<file path="src/rtl/crl_pkg.sv">
// Shared types, constants and reset table of the color ramp lookup table.
package crl_pkg;

  // Table depth default and fixed field widths
  localparam int MAX_NODES_DEF = 16;
  localparam int POS_FRAC_BITS = 16;
  localparam int POS_W         = 17;
  localparam int VAL_W         = 32;
  localparam int COLOR_W       = 24;
  localparam int IDX_OUT_W     = 5;
  localparam int STAT_W        = 3;
  localparam int REQ_W         = 3;
  localparam int CFG_IDX_W     = 1;
  localparam int CHAN_W        = 8;

  // Divider widths: the difference carries one bit over the value width, the remainder one more
  localparam int DIFF_W = VAL_W + 1;
  localparam int REM_W  = DIFF_W + 1;
  localparam int SH_W   = POS_FRAC_BITS;
  localparam int STEP_W = $clog2(SH_W + 1);
  localparam int NUM_W  = CHAN_W + POS_W;

  localparam logic [POS_W-1:0] POS_ONE = POS_W'(1) << POS_FRAC_BITS;

  // Request codes
  localparam logic [REQ_W-1:0] REQ_LOOKUP_VAL = 3'd0;
  localparam logic [REQ_W-1:0] REQ_LOOKUP_POS = 3'd1;
  localparam logic [REQ_W-1:0] REQ_INSERT_VAL = 3'd2;
  localparam logic [REQ_W-1:0] REQ_INSERT_POS = 3'd3;
  localparam logic [REQ_W-1:0] REQ_REMOVE     = 3'd4;

  // Status codes
  localparam logic [STAT_W-1:0] STAT_OK        = 3'd0;
  localparam logic [STAT_W-1:0] STAT_NOT_FOUND = 3'd1;
  localparam logic [STAT_W-1:0] STAT_FULL      = 3'd2;
  localparam logic [STAT_W-1:0] STAT_RANGE     = 3'd3;
  localparam logic [STAT_W-1:0] STAT_EMPTY     = 3'd4;

  // Configuration register indexes
  localparam logic [CFG_IDX_W-1:0] REG_VALUE_MIN = 1'd0;
  localparam logic [CFG_IDX_W-1:0] REG_VALUE_MAX = 1'd1;

  localparam logic signed [VAL_W-1:0] RST_VALUE_MIN = 32'sd0;
  localparam logic signed [VAL_W-1:0] RST_VALUE_MAX = 32'sd500;

  // Reset ramp positions, k * ONE / 5 rounded
  localparam logic [POS_W-1:0] RST_P1 = POS_W'((1 * (1 << POS_FRAC_BITS) + 2) / 5);
  localparam logic [POS_W-1:0] RST_P2 = POS_W'((2 * (1 << POS_FRAC_BITS) + 2) / 5);
  localparam logic [POS_W-1:0] RST_P3 = POS_W'((3 * (1 << POS_FRAC_BITS) + 2) / 5);
  localparam logic [POS_W-1:0] RST_P4 = POS_W'((4 * (1 << POS_FRAC_BITS) + 2) / 5);

  typedef struct packed {
    logic [REQ_W-1:0]          req_type;
    logic signed [VAL_W-1:0]   data_value;
    logic [POS_W-1:0]          position;
    logic [COLOR_W-1:0]        new_color;
  } crl_req_t;

  typedef struct packed {
    logic [COLOR_W-1:0]   out_color;
    logic [IDX_OUT_W-1:0] node_index;
    logic [STAT_W-1:0]    status;
  } crl_rsp_t;

  typedef struct packed {
    logic [POS_W-1:0]   pos;
    logic [COLOR_W-1:0] color;
  } crl_node_t;

  typedef struct packed {
    logic [REM_W-1:0]  rem;
    logic [DIFF_W-1:0] den;
    logic [SH_W-1:0]   bits;
    logic [STEP_W-1:0] steps;
  } crl_div_req_t;

  typedef enum logic [3:0] {
    S_IDLE,
    S_VDIV,
    S_SCAN_START,
    S_SCAN_RD,
    S_SCAN_CHK,
    S_MUL,
    S_BSTART,
    S_BDIV,
    S_SHIFT_RD,
    S_SHIFT_WR
  } crl_state_t;

  // Node held by a slot that has not been written since reset
  function automatic crl_node_t reset_node(input logic [7:0] k);
    crl_node_t n;
    case (k)
      8'd0:    n = '{pos: '0,      color: 24'hFF6699};
      8'd1:    n = '{pos: RST_P1,  color: 24'hFF0000};
      8'd2:    n = '{pos: RST_P2,  color: 24'h00FF00};
      8'd3:    n = '{pos: RST_P3,  color: 24'h00FFFF};
      8'd4:    n = '{pos: RST_P4,  color: 24'h0066FF};
      8'd5:    n = '{pos: POS_ONE, color: 24'h0000FF};
      default: n = '0;
    endcase
    return n;
  endfunction

endpackage

</file>
<file path="src/rtl/color_ramp_lookup_table_unit.sv">
// Top level of the color ramp lookup table: node memory, request sequencer.
//
// Usage: drive in_req and raise start; the request transfers at a clock edge
// where start is high and busy is low. busy stays high while the request is
// worked on. Exactly one result per request appears on out_rsp for a single
// cycle with out_valid high; it cannot be held off, so capture it then.
// Configuration: cfg_we with cfg_idx selects value_min (0) or value_max (1),
// written from cfg_wdata at that edge; write only while busy is low.
// A lookup by value strictly inside the range, or an insert by value from
// value_min to below value_max, first maps the value to a position in the
// divider. The scan then reads nodes from slot 0; a lookup between two nodes
// blends their colors, an insert of a new node shifts later nodes up and a
// remove shifts them down. Empty table (lookup, remove) or insert position
// above one: result at the scan start; unknown code or insert value out of
// range: result at once. Scan and shifts share the node memory ports, one
// slot at a time (read state, then check or write state); each blend channel
// runs a multiply, a divider start and an 8-step divide, and the value
// mapping a 16-step divide in the shared divider.
// Reset: the table returns to the six-node rainbow at once through per-slot
// valid flags, value_min to 0 and value_max to 500; no clearing pass.
module color_ramp_lookup_table_unit #(
  parameter int MAX_NODES = crl_pkg::MAX_NODES_DEF
) (
  input  logic                              clk,
  input  logic                              rst_n,
  input  logic                              start,
  output logic                              busy,
  input  crl_pkg::crl_req_t                 in_req,
  input  logic                              cfg_we,
  input  logic [crl_pkg::CFG_IDX_W-1:0]     cfg_idx,
  input  logic [crl_pkg::VAL_W-1:0]         cfg_wdata,
  output logic                              out_valid,
  output crl_pkg::crl_rsp_t                 out_rsp
);
  import crl_pkg::*;

  localparam int CW = $clog2(MAX_NODES + 1);
  localparam int IW = $clog2(MAX_NODES);
  localparam logic [CW-1:0] RST_COUNT = CW'((MAX_NODES < 6) ? MAX_NODES : 6);
  localparam logic [CW-1:0] FULL_COUNT = CW'(MAX_NODES);

  // Node memory
  crl_node_t             mem [MAX_NODES];
  logic [MAX_NODES-1:0]  valid_r;
  crl_node_t             rd_q;
  logic                  rd_vld_q;
  logic [IW-1:0]         rd_idx_q;
  crl_node_t             rd_node;
  logic [IW-1:0]         rd_addr;
  logic                  wr_en;
  logic [IW-1:0]         wr_addr;
  crl_node_t             wr_data;

  // Control and request state
  crl_state_t              state_r, state_nxt;
  logic [CW-1:0]           cnt_r, cnt_nxt;
  logic [CW-1:0]           idx_r, idx_nxt;
  logic [CW-1:0]           j_r, j_nxt;
  logic [CW-1:0]           jm1, jp1, cm1;
  logic [REQ_W-1:0]        req_r, req_nxt;
  logic [POS_W-1:0]        pos_r, pos_nxt;
  logic [COLOR_W-1:0]      color_r, color_nxt;
  logic [POS_W-1:0]        prev_pos_r, prev_pos_nxt;
  logic [COLOR_W-1:0]      prev_col_r, prev_col_nxt;
  logic [COLOR_W-1:0]      bl_a_r, bl_a_nxt;
  logic [COLOR_W-1:0]      bl_b_r, bl_b_nxt;
  logic [POS_W-1:0]        t_r, t_nxt;
  logic [POS_W-1:0]        d_r, d_nxt;
  logic [1:0]              chan_r, chan_nxt;
  logic [NUM_W-1:0]        num_r, num_nxt;
  logic [COLOR_W-1:0]      res_col_r, res_col_nxt;
  logic                    out_valid_r, out_valid_nxt;
  crl_rsp_t                out_rsp_r, out_rsp_nxt;
  logic signed [VAL_W-1:0] vmin_r, vmax_r;

  // Divider hookup
  logic          div_start;
  crl_div_req_t  div_req;
  logic          div_done;
  logic [SH_W-1:0] div_quo;

  // Value range helpers
  logic signed [DIFF_W-1:0] vdiff, vden;
  logic v_le_min, v_lt_min, v_ge_max, v_gt_max, v_eq_max, range_bad;
  logic is_lookup, is_insert, is_remove;
  logic [CHAN_W-1:0] ch_s, ch_e;

  crl_divider u_div (
    .clk   (clk),
    .rst_n (rst_n),
    .start (div_start),
    .req   (div_req),
    .done  (div_done),
    .quo   (div_quo)
  );

  assign vdiff = DIFF_W'($signed(in_req.data_value)) - DIFF_W'(vmin_r);
  assign vden  = DIFF_W'(vmax_r) - DIFF_W'(vmin_r);
  assign v_le_min  = $signed(in_req.data_value) <= vmin_r;
  assign v_lt_min  = $signed(in_req.data_value) <  vmin_r;
  assign v_ge_max  = $signed(in_req.data_value) >= vmax_r;
  assign v_gt_max  = $signed(in_req.data_value) >  vmax_r;
  assign v_eq_max  = $signed(in_req.data_value) == vmax_r;
  assign range_bad = vmax_r <= vmin_r;

  assign is_lookup = (req_r == REQ_LOOKUP_VAL) || (req_r == REQ_LOOKUP_POS);
  assign is_insert = (req_r == REQ_INSERT_VAL) || (req_r == REQ_INSERT_POS);
  assign is_remove = (req_r == REQ_REMOVE);

  assign jm1 = j_r - 1'b1;
  assign jp1 = j_r + 1'b1;
  assign cm1 = cnt_r - 1'b1;

  // Unwritten slots read as the reset ramp
  assign rd_node = rd_vld_q ? rd_q : reset_node(8'(rd_idx_q));

  // Pick the channel being blended
  always_comb begin
    case (chan_r)
      2'd0:    begin ch_s = bl_a_r[7:0];   ch_e = bl_b_r[7:0];   end
      2'd1:    begin ch_s = bl_a_r[15:8];  ch_e = bl_b_r[15:8];  end
      default: begin ch_s = bl_a_r[23:16]; ch_e = bl_b_r[23:16]; end
    endcase
  end

  // Request sequencer: next state, memory accesses and result
  always_comb begin
    state_nxt     = state_r;
    cnt_nxt       = cnt_r;
    idx_nxt       = idx_r;
    j_nxt         = j_r;
    req_nxt       = req_r;
    pos_nxt       = pos_r;
    color_nxt     = color_r;
    prev_pos_nxt  = prev_pos_r;
    prev_col_nxt  = prev_col_r;
    bl_a_nxt      = bl_a_r;
    bl_b_nxt      = bl_b_r;
    t_nxt         = t_r;
    d_nxt         = d_r;
    chan_nxt      = chan_r;
    num_nxt       = num_r;
    res_col_nxt   = res_col_r;
    out_valid_nxt = 1'b0;
    out_rsp_nxt   = out_rsp_r;
    rd_addr       = idx_r[IW-1:0];
    wr_en         = 1'b0;
    wr_addr       = j_r[IW-1:0];
    wr_data       = rd_node;
    div_start     = 1'b0;
    div_req.rem   = REM_W'(vdiff);
    div_req.den   = vden;
    div_req.bits  = '0;
    div_req.steps = STEP_W'(SH_W);

    case (state_r)
      S_IDLE: begin
        if (start) begin
          req_nxt   = in_req.req_type;
          pos_nxt   = in_req.position;
          color_nxt = in_req.new_color;
          state_nxt = S_SCAN_START;
          case (in_req.req_type)
            REQ_LOOKUP_VAL: begin
              if (v_le_min) begin
                pos_nxt = '0;
              end else if (v_ge_max) begin
                pos_nxt = POS_ONE;
              end else begin
                div_start = 1'b1;
                state_nxt = S_VDIV;
              end
            end
            REQ_INSERT_VAL: begin
              if (range_bad || v_lt_min || v_gt_max) begin
                out_valid_nxt = 1'b1;
                out_rsp_nxt   = '{out_color: '0, node_index: '0, status: STAT_RANGE};
                state_nxt     = S_IDLE;
              end else if (v_eq_max) begin
                pos_nxt = POS_ONE;
              end else begin
                div_start = 1'b1;
                state_nxt = S_VDIV;
              end
            end
            REQ_LOOKUP_POS, REQ_INSERT_POS, REQ_REMOVE: begin
              pos_nxt = in_req.position;
            end
            default: begin
              out_valid_nxt = 1'b1;
              out_rsp_nxt   = '{out_color: '0, node_index: '0, status: STAT_RANGE};
              state_nxt     = S_IDLE;
            end
          endcase
        end
      end

      S_VDIV: begin
        if (div_done) begin
          pos_nxt   = POS_W'(div_quo);
          state_nxt = S_SCAN_START;
        end
      end

      S_SCAN_START: begin
        idx_nxt   = '0;
        state_nxt = S_SCAN_RD;
        if ((is_lookup || is_remove) && cnt_r == '0) begin
          out_valid_nxt = 1'b1;
          out_rsp_nxt   = '{out_color: '0, node_index: '0, status: STAT_EMPTY};
          state_nxt     = S_IDLE;
        end else if (is_insert && pos_r > POS_ONE) begin
          out_valid_nxt = 1'b1;
          out_rsp_nxt   = '{out_color: '0, node_index: '0, status: STAT_RANGE};
          state_nxt     = S_IDLE;
        end else if (is_lookup && pos_r > POS_ONE) begin
          pos_nxt = POS_ONE;
        end
      end

      S_SCAN_RD: begin
        if (idx_r == cnt_r) begin
          // Ran past the last node
          out_valid_nxt = 1'b1;
          state_nxt     = S_IDLE;
          if (is_lookup) begin
            out_rsp_nxt = '{out_color: prev_col_r, node_index: '0, status: STAT_OK};
          end else if (is_insert) begin
            if (cnt_r >= FULL_COUNT) begin
              out_rsp_nxt = '{out_color: '0, node_index: '0, status: STAT_FULL};
            end else begin
              out_valid_nxt = 1'b0;
              j_nxt         = cnt_r;
              state_nxt     = S_SHIFT_RD;
            end
          end else begin
            out_rsp_nxt = '{out_color: '0, node_index: '0, status: STAT_NOT_FOUND};
          end
        end else begin
          rd_addr   = idx_r[IW-1:0];
          state_nxt = S_SCAN_CHK;
        end
      end

      S_SCAN_CHK: begin
        prev_pos_nxt = rd_node.pos;
        prev_col_nxt = rd_node.color;
        idx_nxt      = idx_r + 1'b1;
        state_nxt    = S_SCAN_RD;
        if (is_lookup) begin
          if ((idx_r == '0 && pos_r <= rd_node.pos) || pos_r == rd_node.pos) begin
            out_valid_nxt = 1'b1;
            out_rsp_nxt   = '{out_color: rd_node.color, node_index: '0, status: STAT_OK};
            state_nxt     = S_IDLE;
          end else if (pos_r < rd_node.pos) begin
            if (rd_node.pos == prev_pos_r || pos_r < prev_pos_r) begin
              out_valid_nxt = 1'b1;
              out_rsp_nxt   = '{out_color: rd_node.color, node_index: '0, status: STAT_OK};
              state_nxt     = S_IDLE;
            end else begin
              bl_a_nxt  = prev_col_r;
              bl_b_nxt  = rd_node.color;
              t_nxt     = pos_r - prev_pos_r;
              d_nxt     = rd_node.pos - prev_pos_r;
              chan_nxt  = '0;
              state_nxt = S_MUL;
            end
          end
        end else if (is_insert) begin
          if (pos_r == rd_node.pos) begin
            // Update the color of an existing node
            wr_en         = 1'b1;
            wr_addr       = idx_r[IW-1:0];
            wr_data       = '{pos: pos_r, color: color_r};
            out_valid_nxt = 1'b1;
            out_rsp_nxt   = '{out_color: '0, node_index: IDX_OUT_W'(idx_r), status: STAT_OK};
            state_nxt     = S_IDLE;
          end else if (pos_r < rd_node.pos) begin
            idx_nxt = idx_r;
            if (cnt_r >= FULL_COUNT) begin
              out_valid_nxt = 1'b1;
              out_rsp_nxt   = '{out_color: '0, node_index: '0, status: STAT_FULL};
              state_nxt     = S_IDLE;
            end else begin
              j_nxt     = cnt_r;
              state_nxt = S_SHIFT_RD;
            end
          end
        end else if (pos_r == rd_node.pos) begin
          idx_nxt   = idx_r;
          j_nxt     = idx_r;
          state_nxt = S_SHIFT_RD;
        end
      end

      S_SHIFT_RD: begin
        if (is_insert) begin
          if (j_r > idx_r) begin
            rd_addr   = jm1[IW-1:0];
            state_nxt = S_SHIFT_WR;
          end else begin
            wr_en         = 1'b1;
            wr_addr       = idx_r[IW-1:0];
            wr_data       = '{pos: pos_r, color: color_r};
            cnt_nxt       = cnt_r + 1'b1;
            out_valid_nxt = 1'b1;
            out_rsp_nxt   = '{out_color: '0, node_index: IDX_OUT_W'(idx_r), status: STAT_OK};
            state_nxt     = S_IDLE;
          end
        end else begin
          if (jp1 < cnt_r) begin
            rd_addr   = jp1[IW-1:0];
            state_nxt = S_SHIFT_WR;
          end else begin
            wr_en         = 1'b1;
            wr_addr       = cm1[IW-1:0];
            wr_data       = '0;
            cnt_nxt       = cm1;
            out_valid_nxt = 1'b1;
            out_rsp_nxt   = '{out_color: '0, node_index: IDX_OUT_W'(idx_r), status: STAT_OK};
            state_nxt     = S_IDLE;
          end
        end
      end

      S_SHIFT_WR: begin
        wr_en     = 1'b1;
        wr_addr   = j_r[IW-1:0];
        wr_data   = rd_node;
        j_nxt     = is_insert ? jm1 : jp1;
        state_nxt = S_SHIFT_RD;
      end

      S_MUL: begin
        num_nxt   = NUM_W'(ch_s) * NUM_W'(d_r - t_r) + NUM_W'(ch_e) * NUM_W'(t_r);
        state_nxt = S_BSTART;
      end

      S_BSTART: begin
        div_start     = 1'b1;
        div_req.rem   = REM_W'(num_r >> CHAN_W);
        div_req.den   = DIFF_W'(d_r);
        div_req.bits  = SH_W'(num_r[CHAN_W-1:0]) << (SH_W - CHAN_W);
        div_req.steps = STEP_W'(CHAN_W);
        state_nxt     = S_BDIV;
      end

      S_BDIV: begin
        if (div_done) begin
          case (chan_r)
            2'd0:    res_col_nxt[7:0]   = div_quo[CHAN_W-1:0];
            2'd1:    res_col_nxt[15:8]  = div_quo[CHAN_W-1:0];
            default: res_col_nxt[23:16] = div_quo[CHAN_W-1:0];
          endcase
          if (chan_r == 2'd2) begin
            out_valid_nxt = 1'b1;
            out_rsp_nxt   = '{out_color: res_col_nxt, node_index: '0, status: STAT_OK};
            state_nxt     = S_IDLE;
          end else begin
            chan_nxt  = chan_r + 1'b1;
            state_nxt = S_MUL;
          end
        end
      end

      default: state_nxt = S_IDLE;
    endcase
  end

  // Control registers, configuration and valid flags
  always_ff @(posedge clk) begin
    if (!rst_n) begin
      state_r     <= S_IDLE;
      cnt_r       <= RST_COUNT;
      out_valid_r <= 1'b0;
      vmin_r      <= RST_VALUE_MIN;
      vmax_r      <= RST_VALUE_MAX;
      valid_r     <= '0;
    end else begin
      state_r     <= state_nxt;
      cnt_r       <= cnt_nxt;
      out_valid_r <= out_valid_nxt;
      if (wr_en) begin
        valid_r[wr_addr] <= 1'b1;
      end
      if (cfg_we) begin
        case (cfg_idx)
          REG_VALUE_MIN: vmin_r <= $signed(cfg_wdata);
          REG_VALUE_MAX: vmax_r <= $signed(cfg_wdata);
          default: ;
        endcase
      end
    end
  end

  // Working registers of the current request
  always_ff @(posedge clk) begin
    idx_r      <= idx_nxt;
    j_r        <= j_nxt;
    req_r      <= req_nxt;
    pos_r      <= pos_nxt;
    color_r    <= color_nxt;
    prev_pos_r <= prev_pos_nxt;
    prev_col_r <= prev_col_nxt;
    bl_a_r     <= bl_a_nxt;
    bl_b_r     <= bl_b_nxt;
    t_r        <= t_nxt;
    d_r        <= d_nxt;
    chan_r     <= chan_nxt;
    num_r      <= num_nxt;
    res_col_r  <= res_col_nxt;
    out_rsp_r  <= out_rsp_nxt;
  end

  // Node memory: one write and one registered read per cycle
  always_ff @(posedge clk) begin
    if (wr_en) begin
      mem[wr_addr] <= wr_data;
    end
    rd_q     <= mem[rd_addr];
    rd_vld_q <= valid_r[rd_addr];
    rd_idx_q <= rd_addr;
  end

  assign busy      = (state_r != S_IDLE);
  assign out_valid = out_valid_r;
  assign out_rsp   = out_rsp_r;

endmodule

</file>
<file path="src/rtl/crl_divider.sv">
// Shift-subtract divider, one quotient bit per cycle.
module crl_divider (
  input  logic                      clk,
  input  logic                      rst_n,
  input  logic                      start,
  input  crl_pkg::crl_div_req_t     req,
  output logic                      done,
  output logic [crl_pkg::SH_W-1:0]  quo
);
  import crl_pkg::*;

  logic              run_r;
  logic              done_r;
  logic [STEP_W-1:0] cnt_r;
  logic [REM_W-1:0]  rem_r;
  logic [REM_W-1:0]  rem_nxt;
  logic [DIFF_W-1:0] den_r;
  logic [SH_W-1:0]   sh_r;
  logic [SH_W-1:0]   quo_r;
  logic [REM_W-1:0]  trial;
  logic              ge;

  // Shift in the next dividend bit and try a subtract
  always_comb begin
    trial   = {rem_r[REM_W-2:0], sh_r[SH_W-1]};
    ge      = trial >= {1'b0, den_r};
    rem_nxt = ge ? (trial - {1'b0, den_r}) : trial;
  end

  // Step counter and completion strobe
  always_ff @(posedge clk) begin
    if (!rst_n) begin
      run_r  <= 1'b0;
      done_r <= 1'b0;
      cnt_r  <= '0;
    end else begin
      done_r <= 1'b0;
      if (start) begin
        run_r <= 1'b1;
        cnt_r <= req.steps;
      end else if (run_r) begin
        cnt_r <= cnt_r - 1'b1;
        if (cnt_r == STEP_W'(1)) begin
          run_r  <= 1'b0;
          done_r <= 1'b1;
        end
      end
    end
  end

  // Remainder and quotient datapath
  always_ff @(posedge clk) begin
    if (start) begin
      rem_r <= req.rem;
      den_r <= req.den;
      sh_r  <= req.bits;
      quo_r <= '0;
    end else if (run_r) begin
      rem_r <= rem_nxt;
      sh_r  <= {sh_r[SH_W-2:0], 1'b0};
      quo_r <= {quo_r[SH_W-2:0], ge};
    end
  end

  assign done = done_r;
  assign quo  = quo_r;

endmodule

</file>
<file path="config.mk">
export PLATFORM = sky130hd
export DESIGN_NAME = color_ramp_lookup_table_unit
export DESIGN_NICKNAME = d
export VERILOG_FILES = /design/src/rtl/crl_pkg.sv /design/src/rtl/color_ramp_lookup_table_unit.sv /design/src/rtl/crl_divider.sv
export SDC_FILE = /design/constraint.sdc
export NUM_CORES = 2
export LEC_CHECK = 0
export ABC_AREA = 0
export BUFFER_PORTS_ARGS = -buffer_cell sky130_fd_sc_hd__clkbuf_2
export CORE_MARGIN = 2
export CORE_UTILIZATION = 35
export CTS_BUF_LIST = sky130_fd_sc_hd__clkbuf_2 sky130_fd_sc_hd__clkbuf_4 sky130_fd_sc_hd__clkbuf_8
export CTS_CLUSTER_SIZE = 24
export DETAILED_ROUTE_END_ITERATION = 16
export SLEW_MARGIN = 20
export SYNTH_ARGS = -nofsm -noshare
export SYNTH_HDL_FRONTEND = slang
export SYNTH_SLANG_ARGS = --single-unit
</file>
<file path="constraint.sdc">
create_clock -name clk -period 7.15 [get_ports clk]
set_clock_uncertainty 0.2 [all_clocks]
set_input_delay 0 -clock clk [delete_from_list [all_inputs] [get_ports clk]]
set_output_delay 0 -clock clk [all_outputs]
set_load 0.01 [all_outputs]
</file>
# After elaboration in Yosys (flattened, before gate mapping)
# Memory sizes are Yosys's and may differ from the RTL's. A register that Yosys moved wholly into a read port is not among the register bits.
# Index checks and enable logic that the tools add are counted.
# totals
register_bits	460
mem_bits_rw	656
inputBits	113
output_inout_bits	34
elab_cells	338
n_memories	1
# mem_list
memory	words	word_bits	read_ports	rd_clocked_by_memory_dff	wr	line	text
mem	16	41	1	1	1	color_ramp_lookup_table_unit.sv:43	crl_node_t mem [MAX_NODES];
# classes
addsub	14
mul	2
magnitude_cmp	16
eq_ne	61
n_mux	163
bitwise_logic	6
n_reduce_logical	42
# ops
op	count
$mux W32	20
$mux W41	7
$pmux W41 S6	1
$pmux W32 S6	1
$mux W17	9
$mux W4	25
$mux W5	20
$mux W33	3
$mux W87	1
$pmux W41 S2	1
$sub A32 B32 Y33	2
$le A32 B32 Y1	2
$pmux W32 S2	1
$pmux W17 S3	1
$pmux W4 S10	1
$mux W1	36
$eq A17 B17 Y1	2
$ge A34 B33 Y1	1
$lt A17 B17 Y1	2
$ne A2 B2 Y1 const B	17
$pmux W17 S2	1
$sub A17 B17 Y17	2
$sub A33 B33 Y33	1
$eq A32 B32 Y1	1
other kinds (69)	146

# Logic depth before layout (Yosys ltp)
# depth
word_depth	13
depth_mapped	33
ltp_nobuf	33

# By module
# A second synthesis with hierarchy kept.
# hier_totals
cells_unflattened	5854
area_unflattened_um2	64904.7
# by_module_without_submodules
mod	instances	cells_per_inst	area_each_um2	seq_area_each_um2
color_ramp_lookup_table_unit	1	5249	58636.2	30229.0
crl_divider	1	605	6268.5	2922.8

# Least setup slack after synthesis
# Ideal clock, no wire load.
# synth_path
kind	reg-to-reg
from	register t_r[0]
to	register num_r[24] (data pin)
setup_time_ns	0.260
arrival_time_ns	7.368
required_time_ns	6.690
path_slack_ns	-0.678
stages_incl_launch_ff	32
n_path_buf	0
period_less_slack_ns	7.828
cell_sequence	edfxtp_1 -> ha_1 -> fa_1 -> nor2b_1 -> o21ai_0 -> a21boi_0 -> o21ai_0 -> a21oi_1 -> a311oi_1 -> xor2_1 -> nor2_1 -> fa_1 -> inv_1 -> fa_1 -> fa_1 -> inv_1 -> fa_1 -> fa_1 -> inv_1 -> fa_1 -> inv_1 -> ha_1 -> o21ai_0 -> a21boi_0 -> nand2_1 -> o21ai_0 -> nand4_1 -> nand4_1 -> a31o_2 -> a21oi_1 -> xnor2_1 -> xnor2_1
# synth_via
elab_chain_cells	3
elab_cells_between_ends	4
classes_between	add/sub (2); mul (2)
# synth_rtl
item	line	text
start, declared	color_ramp_lookup_table_unit.sv:67	logic [POS_W-1:0] t_r, t_nxt;
start signal, assigned	color_ramp_lookup_table_unit.sv:407	t_r <= t_nxt;
$sub A17 B17 Y18	color_ramp_lookup_table_unit.sv:335	num_nxt = NUM_W'(ch_s) * NUM_W'(d_r - t_r) + NUM_W'(ch_e) * NUM_W'(t_r);
$mul A9 B18 Y25	color_ramp_lookup_table_unit.sv:335	
$add A25 B25 Y25 *	color_ramp_lookup_table_unit.sv:335	
end signal, assigned	color_ramp_lookup_table_unit.sv:410	num_r <= num_nxt;
end, declared	color_ramp_lookup_table_unit.sv:70	logic [NUM_W-1:0] num_r, num_nxt;
# Every way passes the cells marked *; elsewhere a longest branch is shown, timed or not.
# A chain may end at the register's enable or synchronous reset.

# Worst setup path in the final report
# Same ends and word-level chain as after synthesis.

==> out/metrics.csv <==
metric;value;unit
DR WL/cell;21.57;um
synthesized cell area;63760;um^2
final-report max-slew violation count;0;
power per cell area;216.0;nW/um^2
RSZ-0062 raised after global routing;true;
Hold WS;0.09844;ns
share of post-route cells with drive strength above 1;14.80;%
FF+latch count, synth;1149;
sw frac;27.86;%
share of the synthesized area in the top cell type;46.63;%
post-synthesis cell type count;94;
clock share of power;37.6;%
vias in the first global route;46660;
placed cell area;69300;um^2
post-route ant nets;0;
Top FF cell, synth;edfxtp_1;
FP Rows;156;
Leak Pwr;30.34;nW
first-pass GRT wire length;289.4;mm
ranking of synthesized cells by area;edfxtp_1, fa_1, ha_1;
num ports;147;
Arr. time, crit path;8.00;ns
synth cell count leaders;edfxtp_1, nand2_1, nor2_1;
Clock H-tree levels;4;
Worst setup EP type;flip-flop;
die area;185600;um^2
largest net degree at the start of global routing;115;
crit path buf inv count;5;
Worst VDD drop;0.1603;mV
fin area;76130;um^2
startpoint types;flip-flop;
Nets;7112;
R2R cell count;31;
critical setup path kind;flip-flop to flip-flop;
Fin. Hold Viols;0;
EDFF count, synth;990;
cell family with most CP delay;adder cells;
max_cap viols;0;
achievable frequency;0.1329;GHz
Hold Path Class;input port to flip-flop;
Sequential Power Share;47.8;%
total congestion overflow;0;
Yosys top cell by area;edfxtp_1;
final setup vio count;8;
crit path max fanout;5;
count leader, synth;edfxtp_1;
Die Ht;430.8;um
most frequent CP cell;fa_1;
Int Power;0.01186;W
clock latency on the worst-skew pair;0.96;ns
DR pass1 iterations;6;
routed wire length;194.0;mm
Die W;430.8;um
Final period util;105.2;%
starting density of the core;35.24;%
syn nets;6500;
slowest CP cell;fa_1;
WP data required;7.63;ns
Via Count;47090;
CTS sink cnt;1149;
CTS Buf Count;189;
Worst-path clk slew;0.07;ns
Slew headroom;20.24;%
Slew @ Worst Pin;1.195;ns
# port buffers;146;
status;finished, violations left;
global-route usage over all layers;20.51;%
number of fill cells;16930;
Final WS setup;-0.3735;ns
minimum clock period;7.523;ns
area of the core;180900;um^2
hold path depth;3;
r2r setup slk;-0.37;ns
drt drc;0;
combinational fraction of design power;14.6;%
Worst R2R End;num_r[24];
CTS tree;yes;
Avg Synthesized Cell Area;10.91;um^2
synth-to-layout area growth;19.40;%
reg2reg start;t_r[0];
Gate Count Post-Synth;5844;
CP max stage delay;0.52;ns
sequential share of the synthesized area;51.62;%
Switch Pwr;0.004580;W
hpwl dp;131.9;mm
YS warnings;0;
clk buf depth;3;
ys async rst share;0;%
vias per cell;5.236;
violated checks;negative setup slack;
hold path start;in_req[6];
Root Buffer;clkbuf_8;
RePlAce Congestion;0.9367;
Hold EP;color_r[6];
initial antenna violation count;4;
Iter 0 DRT Violations;4553;
-- registers in the layout (all words and copies together), names as in the netlist, 17 cells and up --
register	flops
rd_q	41
prev_col_r	24
prev_pos_r	17
bl_a_r	24
mem	656
color_r	24
vmax_r	32
d_r	17
num_r	25
t_r	17
u_div.den_r	33
out_rsp	32
u_div.rem_r	33
res_col_r	24
bl_b_r	24
pos_r	17
vmin_r	32
-- worst max-delay path by stage --
stage,to,start,cells past startpoint
floorplan,num_r[23],t_r[0],30
global placement,num_r[24],t_r[0],31
detailed placement,num_r[24],t_r[0],30
CTS,num_r[24],t_r[1],32
global route,num_r[24],t_r[1],31
finish,num_r[24],t_r[0],31
-- per-layer routing --
metal | GRT usage [%] | wire length [um]
met5 | 0 | 13
met4 | 7.018 | 6374
met3 | 3.206 | 12020
met2 | 34.39 | 93250
met1 | 26.96 | 82350
-- cell type report --
class                           instances  area [um^2]  share of cell area, %
Antenna cell                            4        10.01                0.01315
Clock buffer                          282         3431                  4.507
Clock inverter                         73        628.1                 0.8251
Inverter                              534         2023                  2.658
Multi-Input combinational cell       3914        28600                  37.57
Sequential cell                      1149        32910                  43.23
Tap cell                             2370         2965                  3.895
Timing Repair Buffer                  668         5552                  7.293
-- cells by family after synthesis --
group | Yosys count | synth area share, %
AO/OA/AOI/OAI | 1097 | 11.38
XOR/XNOR | 184 | 2.528
adder cells (fa/ha/maj) | 543 | 13.58
buffers and inverters | 781 | 4.790
flip-flops | 1149 | 51.62
multiplexers | 186 | 2.981
AND/OR/NAND/NOR | 1904 | 13.12
-- tightest hold or removal path, delay by kind of cell --
| kind | cells | cell delay (ns) |
|---|---|---|
| buffers and inverters | 3 | 1.14 |
-- power by group through the flow --
| stage | clock (W) | sequential [W] | combinational [W] |
|---|---|---|---|
| final | 0.00618 | 0.00786 | 0.00240 |
| after global routing | 0.00658 | 0.00787 | 0.00261 |
| after global placement | 0 | 0.00800 | 0.00219 |
| after detailed placement | 0 | 0.00800 | 0.00223 |
| after floorplan | 0 | 0.00790 | 0.00145 |
| after CTS | 0.00630 | 0.00786 | 0.00237 |
-- metrics by stage --
stage	setup slack, ns	util, %	total power [W]	setup TNS, ns	std cells
finish	-0.3735	42.07	0.01644	-1.435	8994
global route	-0.6597	42.07	0.01707	-4.657	8993
global placement	-0.4187	38.29	0.01019	-1.731	8389
CTS	-0.2378	41.92	0.01653	-0.6049	8981
floorplan	-0.04518	-	0.009343	-0.1059	5844
detailed placement	-0.5130	38.30	0.01023	-2.515	8389
-- cell usage in the layout (no fill, tap or decap), types with 42 or more instances in the layout --
cell type        n
xnor2_1        110
a21o_1          86
buf_4          264
ha_1           283
fa_1           244
dlygate4sd3_1  221
xor2_1          61
a21oi_1        304
o221ai_1        56
a32oi_1         42
clkbuf_4        72
nand3_1        176
mux2i_1        157
clkbuf_8       210
edfxtp_1       990
nor2_1         570
o21ai_0        237
a22o_1          61
nor3_1          44
nand3b_1        51
clkbuf_2       146
nand2b_1        74
o21a_1          44
nand2_1        761
dfxtp_1        158
inv_1          518
-- timing repair --
action                                  CTS  global route
hold buffers                            221             0
pin swaps                                30            28
gates resized for setup                  32            38
buffers inserted                         16             9
endpoints found under the setup margin    9            14
hold endpoints to repair                249             0
Power figures use the tool's default switching activity.
